===== src/rtl/sgb_cpp_pkg.sv =====
// sgb_cpp_pkg: shared constants, codes and control/status structs of the
// command packet processor; no dependencies
`timescale 1ns / 1ps
package sgb_cpp_pkg;

   localparam int MAP_COLUMNS  = 20;
   localparam int MAP_ROWS     = 18;
   localparam int MAX_PACKETS  = 7;
   localparam int PACKET_BYTES = 16;

   localparam int BUF_DEPTH = MAX_PACKETS * PACKET_BYTES;
   localparam int MAP_CELLS = MAP_COLUMNS * MAP_ROWS;
   localparam int BUF_AW    = 7;
   localparam int X_W       = 5;
   localparam int Y_W       = 5;
   localparam int CELL_W    = 9;
   localparam int PAL_N     = 16;

   localparam logic [X_W-1:0] COL_LAST = X_W'(MAP_COLUMNS - 1);
   localparam logic [Y_W-1:0] ROW_LAST = Y_W'(MAP_ROWS - 1);

   // request command codes
   localparam logic [1:0] CMD_PUSH      = 2'd0;
   localparam logic [1:0] CMD_READ_ATTR = 2'd1;
   localparam logic [1:0] CMD_READ_PAL  = 2'd2;

   // result status codes
   localparam logic [1:0] ST_STORED   = 2'd0;
   localparam logic [1:0] ST_EXECUTED = 2'd1;
   localparam logic [1:0] ST_READBACK = 2'd2;

   // opcodes
   localparam logic [4:0] OP_ATTR_BLK = 5'h04;
   localparam logic [4:0] OP_ATTR_DIV = 5'h06;
   localparam logic [4:0] OP_ATTR_CHR = 5'h07;
   localparam logic [4:0] OP_MLT_REQ  = 5'h11;
   localparam logic [4:0] OP_MASK_EN  = 5'h17;

   // packet buffer fetch sources
   localparam logic [1:0] SRC_HDR = 2'd0;
   localparam logic [1:0] SRC_GRP = 2'd1;
   localparam logic [1:0] SRC_CHR = 2'd2;

   // attribute map sweep modes
   localparam logic [1:0] SWP_CLEAR = 2'd0;
   localparam logic [1:0] SWP_BLK   = 2'd1;
   localparam logic [1:0] SWP_DIV   = 2'd2;

   localparam logic [3:0] PAL_TARGETS [4][6] = '{
      '{4'd1, 4'd2,  4'd3,  4'd5,  4'd6,  4'd7},
      '{4'd9, 4'd10, 4'd11, 4'd13, 4'd14, 4'd15},
      '{4'd1, 4'd2,  4'd3,  4'd13, 4'd14, 4'd15},
      '{4'd5, 4'd6,  4'd7,  4'd9,  4'd10, 4'd11}
   };

   typedef struct packed {
      logic       accept;
      logic       rd_capture;
      logic       fetch_start;
      logic [1:0] fetch_src;
      logic       dispatch;
      logic       sweep;
      logic [1:0] sweep_mode;
      logic       chr_write;
      logic       finish;
   } sgb_cpp_cmd_type;

   typedef struct packed {
      logic push_exec;
      logic fetch_done;
      logic sweep_last;
      logic is_blk;
      logic is_div;
      logic is_chr;
      logic grp_end;
      logic blk_bad;
      logic chr_stop;
   } sgb_cpp_stat_type;

endpackage


===== src/rtl/sgb_cpp_req_if.sv =====
// sgb_cpp_req_if: request channel (valid/ready plus request payload)
// depends on nothing
`timescale 1ns / 1ps
interface sgb_cpp_req_if;
   logic       valid;
   logic       ready;
   logic [1:0] command;
   logic [7:0] data_byte;
   logic [8:0] read_index;

   modport source (output valid, command, data_byte, read_index, input ready);
   modport sink (input valid, command, data_byte, read_index, output ready);
endinterface


===== src/rtl/sgb_cpp_rsp_if.sv =====
// sgb_cpp_rsp_if: result channel (valid/ready plus result payload)
// depends on nothing
`timescale 1ns / 1ps
interface sgb_cpp_rsp_if;
   logic        valid;
   logic        ready;
   logic [1:0]  status;
   logic [14:0] read_value;
   logic [4:0]  executed_opcode;
   logic        freeze_active;
   logic [7:0]  freeze_mode;
   logic        multiplayer_on;
   logic [8:0]  player_count;

   modport source (output valid, status, read_value, executed_opcode, freeze_active,
                   freeze_mode, multiplayer_on, player_count, input ready);
   modport sink (input valid, status, read_value, executed_opcode, freeze_active,
                 freeze_mode, multiplayer_on, player_count, output ready);
endinterface


===== src/rtl/sgb_cpp_datapath.sv =====
// sgb_cpp_datapath: packet buffer, attribute map, palette, mode registers,
// fetch/sweep counters and result register; uses sgb_cpp_pkg
`timescale 1ns / 1ps
module sgb_cpp_datapath (
   input  logic                          clock,
   input  logic                          reset,
   input  sgb_cpp_pkg::sgb_cpp_cmd_type  cmd,
   output sgb_cpp_pkg::sgb_cpp_stat_type stat,
   input  logic [1:0]                    req_command,
   input  logic [7:0]                    req_data_byte,
   input  logic [8:0]                    req_read_index,
   output logic [1:0]                    rsp_status,
   output logic [14:0]                   rsp_read_value,
   output logic [4:0]                    rsp_executed_opcode,
   output logic                          rsp_freeze_active,
   output logic [7:0]                    rsp_freeze_mode,
   output logic                          rsp_multiplayer_on,
   output logic [8:0]                    rsp_player_count
);
   import sgb_cpp_pkg::*;

   logic [7:0]        buf_mem [BUF_DEPTH];
   logic [1:0]        attr_mem [MAP_CELLS];
   logic [7:0]        buf_q_ff;
   logic [1:0]        attr_q_ff;

   logic [BUF_AW-1:0] byte_cnt_ff, byte_cnt_in;
   logic [2:0]        exp_ff, exp_in;
   logic [4:0]        op_ff, op_in;
   logic [14:0]       pal_ff [PAL_N];
   logic              freeze_ff;
   logic [7:0]        fmode_ff;
   logic              multi_ff;
   logic [8:0]        players_ff;

   logic [7:0]        hdr_ff [5];
   logic [7:0]        grp_ff [6];
   logic [7:0]        chr_byte_ff;
   logic [7:0]        low_ff;

   logic [7:0]        fa_ff;
   logic [3:0]        fcnt_ff;
   logic              fvld_ff;
   logic [3:0]        rx_ff;
   logic [1:0]        src_ff;

   logic [X_W-1:0]    x_ff;
   logic [Y_W-1:0]    y_ff;
   logic [CELL_W-1:0] cell_ff;
   logic [4:0]        g_ff;
   logic [7:0]        b_ff;
   logic [8:0]        k_ff;
   logic              chr_end_ff;

   logic [1:0]        pend_status_ff;
   logic [14:0]       pend_value_ff;
   logic [4:0]        pend_op_ff;
   logic              rd_ok_ff;

   logic [6:0]        total;
   logic [6:0]        tot_in;
   logic [7:0]        cnt_inc;
   logic              push_exec;

   logic [X_W-1:0]    blk_xl, blk_xr, blk_xr_raw;
   logic [Y_W-1:0]    blk_yt, blk_yb, blk_yb_raw;
   logic [2:0]        blk_ctrl;
   logic [7:0]        blk_pc;
   logic              in_rect, on_border;

   logic [7:0]        div_ctl;
   logic [4:0]        div_line_raw, div_line, div_pos;

   logic [X_W-1:0]    chr_xl;
   logic [Y_W-1:0]    chr_yt;
   logic [8:0]        chr_count;
   logic [7:0]        chr_bi;
   logic [1:0]        chr_val;
   logic [CELL_W-1:0] chr_addr;

   logic              map_we;
   logic [CELL_W-1:0] map_addr;
   logic [1:0]        map_val;
   logic              sweep_last;
   logic [2:0]        pal_c;

   // accept-time packet bookkeeping
   always_comb begin
      exp_in = exp_ff;
      op_in  = op_ff;
      if (byte_cnt_ff == '0) begin
         exp_in = req_data_byte[2:0];
         if (exp_in == 3'd0) exp_in = 3'd1;
         if (exp_in > 3'(MAX_PACKETS)) exp_in = 3'(MAX_PACKETS);
         op_in = req_data_byte[7:3];
      end
      tot_in      = {exp_in, 4'b0000};
      cnt_inc     = {1'b0, byte_cnt_ff} + 8'd1;
      push_exec   = cnt_inc >= {1'b0, tot_in};
      byte_cnt_in = push_exec ? '0 : cnt_inc[BUF_AW-1:0];
   end

   assign total = {exp_ff, 4'b0000};

   // block geometry, right and bottom clamped to the map
   assign blk_ctrl   = grp_ff[0][2:0];
   assign blk_pc     = grp_ff[1];
   assign blk_xl     = grp_ff[2][4:0];
   assign blk_yt     = grp_ff[3][4:0];
   assign blk_xr_raw = grp_ff[4][4:0];
   assign blk_yb_raw = grp_ff[5][4:0];
   assign blk_xr     = (blk_xr_raw > COL_LAST) ? COL_LAST : blk_xr_raw;
   assign blk_yb     = (blk_yb_raw > ROW_LAST) ? ROW_LAST : blk_yb_raw;
   assign in_rect    = (x_ff >= blk_xl) && (x_ff <= blk_xr) &&
                       (y_ff >= blk_yt) && (y_ff <= blk_yb);
   assign on_border  = in_rect && ((x_ff == blk_xl) || (x_ff == blk_xr) ||
                                   (y_ff == blk_yt) || (y_ff == blk_yb));

   assign div_ctl      = hdr_ff[0];
   assign div_line_raw = hdr_ff[1][4:0];
   always_comb begin
      if (div_ctl[6]) begin
         div_line = (div_line_raw > 5'(ROW_LAST)) ? 5'(ROW_LAST) : div_line_raw;
         div_pos  = 5'(y_ff);
      end else begin
         div_line = (div_line_raw > 5'(COL_LAST)) ? 5'(COL_LAST) : div_line_raw;
         div_pos  = 5'(x_ff);
      end
   end

   assign chr_xl    = hdr_ff[0][4:0];
   assign chr_yt    = hdr_ff[1][4:0];
   assign chr_count = {hdr_ff[3][0], hdr_ff[2]};
   assign chr_bi    = 8'd6 + {1'b0, k_ff[8:2]};
   assign chr_addr  = CELL_W'(y_ff) * CELL_W'(MAP_COLUMNS) + CELL_W'(x_ff);
   always_comb begin
      unique case (k_ff[1:0])
         2'd0:    chr_val = chr_byte_ff[7:6];
         2'd1:    chr_val = chr_byte_ff[5:4];
         2'd2:    chr_val = chr_byte_ff[3:2];
         default: chr_val = chr_byte_ff[1:0];
      endcase
   end

   assign sweep_last = (x_ff == COL_LAST) && (y_ff == ROW_LAST);

   // attribute map write selection
   always_comb begin
      map_we   = 1'b0;
      map_addr = cell_ff;
      map_val  = 2'd0;
      if (cmd.chr_write) begin
         map_we   = 1'b1;
         map_addr = chr_addr;
         map_val  = chr_val;
      end else if (cmd.sweep) begin
         unique case (cmd.sweep_mode)
            SWP_CLEAR: begin
               map_we = 1'b1;
            end
            SWP_BLK: begin
               if (!in_rect) begin
                  map_we  = blk_ctrl[2];
                  map_val = blk_pc[5:4];
               end else if (on_border) begin
                  map_we = (blk_ctrl != 3'd0) && (blk_ctrl != 3'd5);
                  if (blk_ctrl == 3'd1)      map_val = blk_pc[1:0];
                  else if (blk_ctrl == 3'd4) map_val = blk_pc[5:4];
                  else                       map_val = blk_pc[3:2];
               end else begin
                  map_we  = blk_ctrl[0];
                  map_val = blk_pc[1:0];
               end
            end
            SWP_DIV: begin
               map_we = 1'b1;
               if (div_pos < div_line)       map_val = div_ctl[3:2];
               else if (div_pos == div_line) map_val = div_ctl[5:4];
               else                          map_val = div_ctl[1:0];
            end
            default: map_we = 1'b0;
         endcase
      end
   end

   // memories
   always_ff @(posedge clock) begin
      if (map_we) attr_mem[map_addr] <= map_val;
      attr_q_ff <= attr_mem[req_read_index];
      if (cmd.accept && req_command == CMD_PUSH) buf_mem[byte_cnt_ff] <= req_data_byte;
      buf_q_ff <= buf_mem[fa_ff[BUF_AW-1:0]];
   end

   assign pal_c = rx_ff[3:1];

   always_ff @(posedge clock) begin
      if (reset) begin
         byte_cnt_ff <= '0;
         exp_ff      <= '0;
         op_ff       <= '0;
         freeze_ff   <= 1'b0;
         fmode_ff    <= '0;
         multi_ff    <= 1'b0;
         players_ff  <= 9'd1;
         fcnt_ff     <= '0;
         fvld_ff     <= 1'b0;
         x_ff        <= '0;
         y_ff        <= '0;
         cell_ff     <= '0;
         for (int i = 0; i < PAL_N; i++) pal_ff[i] <= '0;
      end else begin
         // request transaction
         if (cmd.accept) begin
            pend_op_ff    <= '0;
            pend_value_ff <= '0;
            rd_ok_ff      <= req_read_index < 9'(MAP_CELLS);
            unique case (req_command)
               CMD_PUSH: begin
                  exp_ff         <= exp_in;
                  op_ff          <= op_in;
                  byte_cnt_ff    <= byte_cnt_in;
                  pend_status_ff <= push_exec ? ST_EXECUTED : ST_STORED;
                  if (push_exec) pend_op_ff <= op_in;
               end
               CMD_READ_ATTR: pend_status_ff <= ST_READBACK;
               CMD_READ_PAL: begin
                  pend_status_ff <= ST_READBACK;
                  if (req_read_index < 9'(PAL_N))
                     pend_value_ff <= pal_ff[req_read_index[3:0]];
               end
               default: pend_status_ff <= ST_STORED;
            endcase
         end
         if (cmd.rd_capture && rd_ok_ff) pend_value_ff <= {13'd0, attr_q_ff};

         // packet buffer fetch
         if (cmd.fetch_start) begin
            src_ff  <= cmd.fetch_src;
            rx_ff   <= '0;
            fvld_ff <= 1'b0;
            unique case (cmd.fetch_src)
               SRC_HDR: begin fa_ff <= 8'd1;   fcnt_ff <= 4'd14; end
               SRC_GRP: begin fa_ff <= b_ff;   fcnt_ff <= 4'd6;  end
               default: begin fa_ff <= chr_bi; fcnt_ff <= 4'd1;  end
            endcase
         end else if (fcnt_ff != '0) begin
            fa_ff   <= fa_ff + 8'd1;
            fcnt_ff <= fcnt_ff - 4'd1;
            fvld_ff <= 1'b1;
         end else begin
            fvld_ff <= 1'b0;
         end
         if (fvld_ff) begin
            rx_ff <= rx_ff + 4'd1;
            unique case (src_ff)
               SRC_HDR: begin
                  if (rx_ff < 4'd5) hdr_ff[rx_ff[2:0]] <= buf_q_ff;
                  // palette commands: even bytes complete a colour
                  if (op_ff[4:2] == 3'd0) begin
                     if (!rx_ff[0]) begin
                        low_ff <= buf_q_ff;
                     end else if (pal_c == 3'd0) begin
                        for (int i = 0; i < PAL_N; i += 4)
                           pal_ff[i] <= {buf_q_ff[6:0], low_ff};
                     end else begin
                        pal_ff[PAL_TARGETS[op_ff[1:0]][pal_c - 3'd1]] <=
                           {buf_q_ff[6:0], low_ff};
                     end
                  end
               end
               SRC_GRP: grp_ff[rx_ff[2:0]] <= buf_q_ff;
               default: chr_byte_ff <= buf_q_ff;
            endcase
         end

         if (cmd.dispatch) begin
            g_ff <= '0;
            b_ff <= 8'd2;
            k_ff <= '0;
            if (op_ff == OP_ATTR_CHR) begin
               x_ff       <= chr_xl;
               y_ff       <= chr_yt;
               chr_end_ff <= (chr_xl > COL_LAST) || (chr_yt > ROW_LAST);
            end else begin
               x_ff    <= '0;
               y_ff    <= '0;
               cell_ff <= '0;
            end
            if (op_ff == OP_MLT_REQ) begin
               multi_ff   <= hdr_ff[0][0];
               players_ff <= {1'b0, hdr_ff[0]} + 9'd1;
            end
            if (op_ff == OP_MASK_EN) begin
               freeze_ff <= (hdr_ff[0] != 8'd0) && (hdr_ff[0] < 8'h04);
               fmode_ff  <= hdr_ff[0];
            end
         end

         // raster sweep over the map
         if (cmd.sweep) begin
            if (sweep_last) begin
               x_ff    <= '0;
               y_ff    <= '0;
               cell_ff <= '0;
               if (cmd.sweep_mode == SWP_BLK) begin
                  g_ff <= g_ff + 5'd1;
                  b_ff <= b_ff + 8'd6;
               end
            end else begin
               cell_ff <= cell_ff + CELL_W'(1);
               if (x_ff == COL_LAST) begin
                  x_ff <= '0;
                  y_ff <= y_ff + Y_W'(1);
               end else begin
                  x_ff <= x_ff + X_W'(1);
               end
            end
         end

         // character attribute walk; wrap restarts at the start column/row
         if (cmd.chr_write) begin
            k_ff <= k_ff + 9'd1;
            if (hdr_ff[4][0]) begin
               if (y_ff == ROW_LAST) begin
                  y_ff <= chr_yt;
                  if (x_ff == COL_LAST) chr_end_ff <= 1'b1;
                  else                  x_ff <= x_ff + X_W'(1);
               end else begin
                  y_ff <= y_ff + Y_W'(1);
               end
            end else begin
               if (x_ff == COL_LAST) begin
                  x_ff <= chr_xl;
                  if (y_ff == ROW_LAST) chr_end_ff <= 1'b1;
                  else                  y_ff <= y_ff + Y_W'(1);
               end else begin
                  x_ff <= x_ff + X_W'(1);
               end
            end
         end
      end
   end

   // result register
   always_ff @(posedge clock) begin
      if (cmd.finish) begin
         rsp_status          <= pend_status_ff;
         rsp_read_value      <= pend_value_ff;
         rsp_executed_opcode <= pend_op_ff;
         rsp_freeze_active   <= freeze_ff;
         rsp_freeze_mode     <= fmode_ff;
         rsp_multiplayer_on  <= multi_ff;
         rsp_player_count    <= players_ff;
      end
   end

   always_comb begin
      stat.push_exec  = push_exec;
      stat.fetch_done = (fcnt_ff == '0) && !fvld_ff;
      stat.sweep_last = sweep_last;
      stat.is_blk     = op_ff == OP_ATTR_BLK;
      stat.is_div     = op_ff == OP_ATTR_DIV;
      stat.is_chr     = op_ff == OP_ATTR_CHR;
      stat.grp_end    = (g_ff >= hdr_ff[0][4:0]) ||
                        (({1'b0, b_ff} + 9'd5) >= {2'b00, total});
      stat.blk_bad    = (blk_xl > COL_LAST) || (blk_yt > ROW_LAST) ||
                        (blk_xl > blk_xr) || (blk_yt > blk_yb);
      stat.chr_stop   = chr_end_ff || (k_ff >= chr_count) ||
                        (chr_bi >= {1'b0, total});
   end

endmodule


===== src/rtl/sgb_cpp_ctrl.sv =====
// sgb_cpp_ctrl: sequencing state machine and channel handshakes
// uses sgb_cpp_pkg; drives the datapath through sgb_cpp_cmd_type
`timescale 1ns / 1ps
module sgb_cpp_ctrl (
   input  logic                          clock,
   input  logic                          reset,
   input  logic                          req_valid,
   input  logic [1:0]                    req_command,
   output logic                          req_ready,
   output logic                          rsp_valid,
   input  logic                          rsp_ready,
   input  sgb_cpp_pkg::sgb_cpp_stat_type stat,
   output sgb_cpp_pkg::sgb_cpp_cmd_type  cmd
);
   import sgb_cpp_pkg::*;

   localparam logic [3:0] S_CLEAR    = 4'd0;
   localparam logic [3:0] S_IDLE     = 4'd1;
   localparam logic [3:0] S_RD       = 4'd2;
   localparam logic [3:0] S_FETCH_H  = 4'd3;
   localparam logic [3:0] S_DISPATCH = 4'd4;
   localparam logic [3:0] S_BLK_NEXT = 4'd5;
   localparam logic [3:0] S_FETCH_G  = 4'd6;
   localparam logic [3:0] S_SWEEP_B  = 4'd7;
   localparam logic [3:0] S_SWEEP_D  = 4'd8;
   localparam logic [3:0] S_CHR_CHK  = 4'd9;
   localparam logic [3:0] S_FETCH_C  = 4'd10;
   localparam logic [3:0] S_CHR_WR   = 4'd11;
   localparam logic [3:0] S_FINISH   = 4'd12;

   logic [3:0] state_ff, state_in;
   logic       rsp_valid_ff, rsp_valid_in;
   logic       slot_free;

   assign slot_free = !rsp_valid_ff || rsp_ready;
   assign req_ready = state_ff == S_IDLE;
   assign rsp_valid = rsp_valid_ff;

   always_comb begin
      state_in = state_ff;
      cmd      = '0;
      unique case (state_ff)
         S_CLEAR: begin
            cmd.sweep      = 1'b1;
            cmd.sweep_mode = SWP_CLEAR;
            if (stat.sweep_last) state_in = S_IDLE;
         end
         S_IDLE: begin
            if (req_valid) begin
               cmd.accept = 1'b1;
               if (req_command == CMD_PUSH) begin
                  if (stat.push_exec) begin
                     cmd.fetch_start = 1'b1;
                     cmd.fetch_src   = SRC_HDR;
                     state_in        = S_FETCH_H;
                  end else begin
                     state_in = S_FINISH;
                  end
               end else if (req_command == CMD_READ_ATTR) begin
                  state_in = S_RD;
               end else begin
                  state_in = S_FINISH;
               end
            end
         end
         S_RD: begin
            cmd.rd_capture = 1'b1;
            state_in       = S_FINISH;
         end
         S_FETCH_H: begin
            if (stat.fetch_done) state_in = S_DISPATCH;
         end
         S_DISPATCH: begin
            cmd.dispatch = 1'b1;
            priority if (stat.is_blk) state_in = S_BLK_NEXT;
            else if (stat.is_div)     state_in = S_SWEEP_D;
            else if (stat.is_chr)     state_in = S_CHR_CHK;
            else                      state_in = S_FINISH;
         end
         S_BLK_NEXT: begin
            if (stat.grp_end) begin
               state_in = S_FINISH;
            end else begin
               cmd.fetch_start = 1'b1;
               cmd.fetch_src   = SRC_GRP;
               state_in        = S_FETCH_G;
            end
         end
         S_FETCH_G: begin
            if (stat.fetch_done) state_in = stat.blk_bad ? S_FINISH : S_SWEEP_B;
         end
         S_SWEEP_B: begin
            cmd.sweep      = 1'b1;
            cmd.sweep_mode = SWP_BLK;
            if (stat.sweep_last) state_in = S_BLK_NEXT;
         end
         S_SWEEP_D: begin
            cmd.sweep      = 1'b1;
            cmd.sweep_mode = SWP_DIV;
            if (stat.sweep_last) state_in = S_FINISH;
         end
         S_CHR_CHK: begin
            if (stat.chr_stop) begin
               state_in = S_FINISH;
            end else begin
               cmd.fetch_start = 1'b1;
               cmd.fetch_src   = SRC_CHR;
               state_in        = S_FETCH_C;
            end
         end
         S_FETCH_C: begin
            if (stat.fetch_done) state_in = S_CHR_WR;
         end
         S_CHR_WR: begin
            cmd.chr_write = 1'b1;
            state_in      = S_CHR_CHK;
         end
         S_FINISH: begin
            if (slot_free) begin
               cmd.finish = 1'b1;
               state_in   = S_IDLE;
            end
         end
         default: state_in = S_IDLE;
      endcase
   end

   always_comb begin
      rsp_valid_in = rsp_valid_ff;
      if (cmd.finish)     rsp_valid_in = 1'b1;
      else if (rsp_ready) rsp_valid_in = 1'b0;
   end

   always_ff @(posedge clock) begin
      if (reset) begin
         state_ff     <= S_CLEAR;
         rsp_valid_ff <= 1'b0;
      end else begin
         state_ff     <= state_in;
         rsp_valid_ff <= rsp_valid_in;
      end
   end

endmodule


===== src/rtl/sgb_command_packet_processor_unit.sv =====
// Command packet processor: one transaction on req at a time, one result on rsp per
// transaction. After reset a clearing pass writes the 360-cell attribute map to zero, one
// cell a cycle, before the first transaction is taken. A completed command first fetches
// 14 header bytes from the packet buffer, which covers the palette loads, MLT_REQ and
// MASK_EN. ATTR_DIV then sweeps the map, one cell a cycle; ATTR_BLK fetches each group
// and sweeps the map for each group that it applies; ATTR_CHR fetches the byte of each
// attribute through the single buffer read port before it writes that attribute. A
// finished result waits in the output register until taken.
// Depends on sgb_cpp_pkg, sgb_cpp_req_if, sgb_cpp_rsp_if, sgb_cpp_ctrl, sgb_cpp_datapath.
`timescale 1ns / 1ps
module sgb_command_packet_processor_unit (
   input logic         clock,
   input logic         reset,
   sgb_cpp_req_if.sink req_channel,
   sgb_cpp_rsp_if.source rsp_channel
);
   import sgb_cpp_pkg::*;

   sgb_cpp_cmd_type  cmd;
   sgb_cpp_stat_type stat;

   sgb_cpp_ctrl u_ctrl (
      .clock       (clock),
      .reset       (reset),
      .req_valid   (req_channel.valid),
      .req_command (req_channel.command),
      .req_ready   (req_channel.ready),
      .rsp_valid   (rsp_channel.valid),
      .rsp_ready   (rsp_channel.ready),
      .stat        (stat),
      .cmd         (cmd)
   );

   sgb_cpp_datapath u_datapath (
      .clock               (clock),
      .reset               (reset),
      .cmd                 (cmd),
      .stat                (stat),
      .req_command         (req_channel.command),
      .req_data_byte       (req_channel.data_byte),
      .req_read_index      (req_channel.read_index),
      .rsp_status          (rsp_channel.status),
      .rsp_read_value      (rsp_channel.read_value),
      .rsp_executed_opcode (rsp_channel.executed_opcode),
      .rsp_freeze_active   (rsp_channel.freeze_active),
      .rsp_freeze_mode     (rsp_channel.freeze_mode),
      .rsp_multiplayer_on  (rsp_channel.multiplayer_on),
      .rsp_player_count    (rsp_channel.player_count)
   );

endmodule


===== src/flat_wrapper.sv =====
// flat-port wrapper written by rule: the top's interface ports become plain ports
module sgb_command_packet_processor_unit_flat import sgb_cpp_pkg::*;
  (clock, reset, req_channel_valid, req_channel_command, req_channel_data_byte, req_channel_read_index, req_channel_ready, rsp_channel_valid, rsp_channel_status, rsp_channel_read_value, rsp_channel_executed_opcode, rsp_channel_freeze_active, rsp_channel_freeze_mode, rsp_channel_multiplayer_on, rsp_channel_player_count, rsp_channel_ready);
  sgb_cpp_req_if req_channel_i ();
  sgb_cpp_rsp_if rsp_channel_i ();
  input logic clock;
  input logic reset;
  input wire logic [$bits(req_channel_i.valid)-1:0] req_channel_valid;
  input wire logic [$bits(req_channel_i.command)-1:0] req_channel_command;
  input wire logic [$bits(req_channel_i.data_byte)-1:0] req_channel_data_byte;
  input wire logic [$bits(req_channel_i.read_index)-1:0] req_channel_read_index;
  output wire logic [$bits(req_channel_i.ready)-1:0] req_channel_ready;
  output wire logic [$bits(rsp_channel_i.valid)-1:0] rsp_channel_valid;
  output wire logic [$bits(rsp_channel_i.status)-1:0] rsp_channel_status;
  output wire logic [$bits(rsp_channel_i.read_value)-1:0] rsp_channel_read_value;
  output wire logic [$bits(rsp_channel_i.executed_opcode)-1:0] rsp_channel_executed_opcode;
  output wire logic [$bits(rsp_channel_i.freeze_active)-1:0] rsp_channel_freeze_active;
  output wire logic [$bits(rsp_channel_i.freeze_mode)-1:0] rsp_channel_freeze_mode;
  output wire logic [$bits(rsp_channel_i.multiplayer_on)-1:0] rsp_channel_multiplayer_on;
  output wire logic [$bits(rsp_channel_i.player_count)-1:0] rsp_channel_player_count;
  input wire logic [$bits(rsp_channel_i.ready)-1:0] rsp_channel_ready;
  assign req_channel_i.valid = req_channel_valid;
  assign req_channel_i.command = req_channel_command;
  assign req_channel_i.data_byte = req_channel_data_byte;
  assign req_channel_i.read_index = req_channel_read_index;
  assign req_channel_ready = req_channel_i.ready;
  assign rsp_channel_valid = rsp_channel_i.valid;
  assign rsp_channel_status = rsp_channel_i.status;
  assign rsp_channel_read_value = rsp_channel_i.read_value;
  assign rsp_channel_executed_opcode = rsp_channel_i.executed_opcode;
  assign rsp_channel_freeze_active = rsp_channel_i.freeze_active;
  assign rsp_channel_freeze_mode = rsp_channel_i.freeze_mode;
  assign rsp_channel_multiplayer_on = rsp_channel_i.multiplayer_on;
  assign rsp_channel_player_count = rsp_channel_i.player_count;
  assign rsp_channel_i.ready = rsp_channel_ready;
  sgb_command_packet_processor_unit u_core (.clock(clock), .reset(reset), .req_channel(req_channel_i), .rsp_channel(rsp_channel_i));
endmodule

===== config.mk =====
export PLATFORM = sky130hd
export DESIGN_NAME = sgb_command_packet_processor_unit_flat
export DESIGN_NICKNAME = d
export VERILOG_FILES = /design/src/rtl/sgb_cpp_pkg.sv /design/src/rtl/sgb_cpp_req_if.sv /design/src/rtl/sgb_cpp_rsp_if.sv /design/src/rtl/sgb_cpp_datapath.sv /design/src/rtl/sgb_cpp_ctrl.sv /design/src/rtl/sgb_command_packet_processor_unit.sv /design/src/flat_wrapper.sv
export SDC_FILE = /design/constraint.sdc
export NUM_CORES = 2
export LEC_CHECK = 0
export BUFFER_PORTS_ARGS = -buffer_cell sky130_fd_sc_hd__buf_2
export CAP_MARGIN = 15
export CORE_MARGIN = 8
export CORE_UTILIZATION = 68
export DETAILED_ROUTE_END_ITERATION = 8
export GPL_ROUTABILITY_DRIVEN = 0
export PLACE_DENSITY_LB_ADDON = 0.2
export SLEW_MARGIN = 25
export SYNTH_ARGS = -nofsm -noshare
export SYNTH_HDL_FRONTEND = slang
export SYNTH_SLANG_ARGS = --single-unit

===== constraint.sdc =====
create_clock -name clock -period 38.7 [get_ports clock]
set_input_delay 1.935 -clock clock [delete_from_list [all_inputs] [get_ports clock]]
set_output_delay 1.935 -clock clock [all_outputs]
set_load 0.02 [all_outputs]

==> metrics.txt <==
hpwl dp 127000 µm; worst setup path startpoint u_core.u_datapath.y_ff[4]; slew at the pin closest to its max-slew limit 1260 ps; Crit-path slowest cell a211oi_1; layout cell share with drive strength beyond 1 20.1%; clk slew on worst S/H paths 70 ps; First-pass DRT Iterations 6; Core Area 129000 µm²; worst hold-check path type reg -> reg; WL final 220000 µm; DR iter-0 viols 6558; die width 377 µm; fin nets 5271; DR WL/cell 31.1 µm; commonest non-fill, non-tap cell in the layout edfxtp_1; CTS tree done; cts bufs inserted 198; Die Area 142000 µm²; setup bufs post-CTS 0; CP endpoint kind flop; CP max FO 194; later-pin clock latency in the skew report 850 ps; TritonCTS Sinks 2097; Die Height 377 µm; Pwr Total 5.29 mW; Setup TNS 0 ps; row cnt 132; Synth Area per Inst 17.3 µm²; largest net degree at the start of global routing 291; post-synth cell types 82; I/O Pins 66; final max-slew violation count 0; RSZ-0062 raised after global routing no; pre-CTS setup slack 32820 ps; crit path DAT 5740 ps; asr flop ratio synth 0%; Peak VDD IR 0.0000505 V; Final Skew 55.4 ps; # DRC 0; Net Count, Synth 5233; FF/Latch Area 62200 µm²; Layout Utilization 75.3%; largest area contributor in the netlist edfxtp_1; largest stage delay on the critical path 680 ps; area post-placement 90700 µm²; Root Driver clkbuf_16; Tmin final 5210 ps; largest cells by area after synthesis edfxtp_1 (69%), mux4_2 (14%), a21oi_1 (2.5%); CP dominant cell by count and3_1; worst path cell trace ha_1 > and3_1 > and3_1 > a211oi_1 > nand2_1 > a311oi_1 > nor2_1 > o31ai_4 > buf_4 > buf_12 > buf_16; fmax 192 MHz; final setup fails 0; mapped cell area 88500 µm²; CP top delay family buffers and inverters; Static Leak 31.2 nW; fill cell count 7105; total track usage 30.9%; first-pass GRT wire length 327000 µm; RR Startpoint u_core.u_datapath.y_ff[4]; max-cap viol count 0; count of flip-flops with a built-in enable after synthesis 2024; final hold violation count 0; Setup WS post-layout 33490 ps; Relative slew margins 16.2%; sequential area share after synthesis 70.3%; Yosys top cell area share 68.7%; initial core utilization 68.4%; area of the multi-input gates 24800 µm²; vias in the first global route 50000; post-DR vias/cell 7.06; most frequent cells in the layout edfxtp_1 (2024), mux4_2 (549), a21oi_1 (438); Setup CP Type reg -> reg; IO buf count 65; fin crit share 13.5%; hold_buf cts 0; critical path buffer and inverter count 3; Post-synth top flop edfxtp_1; initial antenna violation count 6; remaining antenna violation count 0; Synth Instances 5108; Max clock buf depth 3; status complete, no violations; routed vias 49900; Pwr Density 54.3 nW/µm²; number of H-tree levels 4; post_cts resized 0; Yosys reg bits 2097; worst hold start u_core.u_datapath.pend_value_ff[10]; Worst Path Required 39230 ps; cell area after layout 97400 µm²; Critical Path Start Type flop; Synth Warn # 0; Area Overhead vs Synth 10.1%; remaining global-route overflow 0
-- cell families after synthesis --
kind of cell,Yosys count,share of synthesized area [%]
flip-flops,2097,70.3
AND/OR/NAND/NOR,1044,5.81
AO/OA/AOI/OAI,787,5.27
multiplexers,616,14.7
buffers and inverters,411,1.86
adder cells (fa/ha/maj),104,1.48
XOR/XNOR,49,0.500
-- registers in the layout, indices dropped and copies added, names as in the netlist, 7 cells and up --
signal                              cells
u_core.u_datapath.attr_mem            720
u_core.u_datapath.b_ff                  8
u_core.u_datapath.buf_mem             896
u_core.u_datapath.buf_q_ff              8
u_core.u_datapath.byte_cnt_ff           7
u_core.u_datapath.cell_ff               9
u_core.u_datapath.chr_byte_ff           8
u_core.u_datapath.fa_ff                 7
u_core.u_datapath.fmode_ff              8
u_core.u_datapath.grp_ff               29
u_core.u_datapath.hdr_ff               23
u_core.u_datapath.k_ff                  9
u_core.u_datapath.low_ff                8
u_core.u_datapath.pal_ff              240
u_core.u_datapath.pend_value_ff        15
u_core.u_datapath.players_ff            9
u_core.u_datapath.rsp_freeze_mode       8
u_core.u_datapath.rsp_player_count      9
u_core.u_datapath.rsp_read_value       15
-- final timing paths --
check	end	slack [ps]	depth (start not counted)
max reg2reg	u_core.u_datapath.attr_mem[233][1]	33490	11
max	u_core.u_datapath.attr_mem[233][1]	33490	11
min	u_core.u_datapath.rsp_read_value[10]	420	0
min reg2reg	u_core.u_datapath.rsp_read_value[10]	420	0
-- Yosys cell counts (27+ instances only) --
| master | number |
|---|---|
| xnor2_1 | 27 |
| buf_2 | 62 |
| nor2b_1 | 80 |
| o21ai_0 | 108 |
| inv_1 | 77 |
| buf_1 | 36 |
| and2_1 | 198 |
| nor2_1 | 300 |
| a21o_1 | 29 |
| mux2i_1 | 53 |
| and3_1 | 30 |
| nand2_1 | 229 |
| a22oi_1 | 32 |
| clkbuf_1 | 228 |
| nor3_1 | 62 |
| mux4_2 | 549 |
| nand3_1 | 48 |
| a21oi_1 | 439 |
| ha_1 | 100 |
| dfxtp_1 | 73 |
| edfxtp_1 | 2024 |
-- stage by stage --
step | std cells | hold WS (ps)
after floorplan | 5108 | 400
after global placement | 6684 | 405
after detailed placement | 6685 | 409
after CTS | 7059 | 423
after global routing | 7063 | 428
final | 7065 | 421
-- area by class of cell --
cell class,instances,area share [%]
Timing Repair Buffer,170,1.35
Clock buffer,249,5.47
Tap cell,1742,2.24
Multi-Input combinational cell,2600,25.5
Sequential cell,2097,63.9
Clock inverter,125,1.27
Inverter,79,0.304
Antenna cell,3,0.00771
-- metal layers --
metal / track usage, % / wire, µm
met1: 41.3 / 78300
met5: 0 / 14
met2: 50.7 / 109000
met3: 6.17 / 21900
met4: 12.8 / 10400
-- power by group --
part	switching (mW)	leakage (nW)	total, mW	internal (mW)
logic	0.420	8.95	0.755	0.335
clock network	0.853	3.22	1.97	1.11
registers	0.0498	19.0	2.57	2.52
total	1.32	31.2	5.29	3.97
Power figures use the tool's default switching activity.
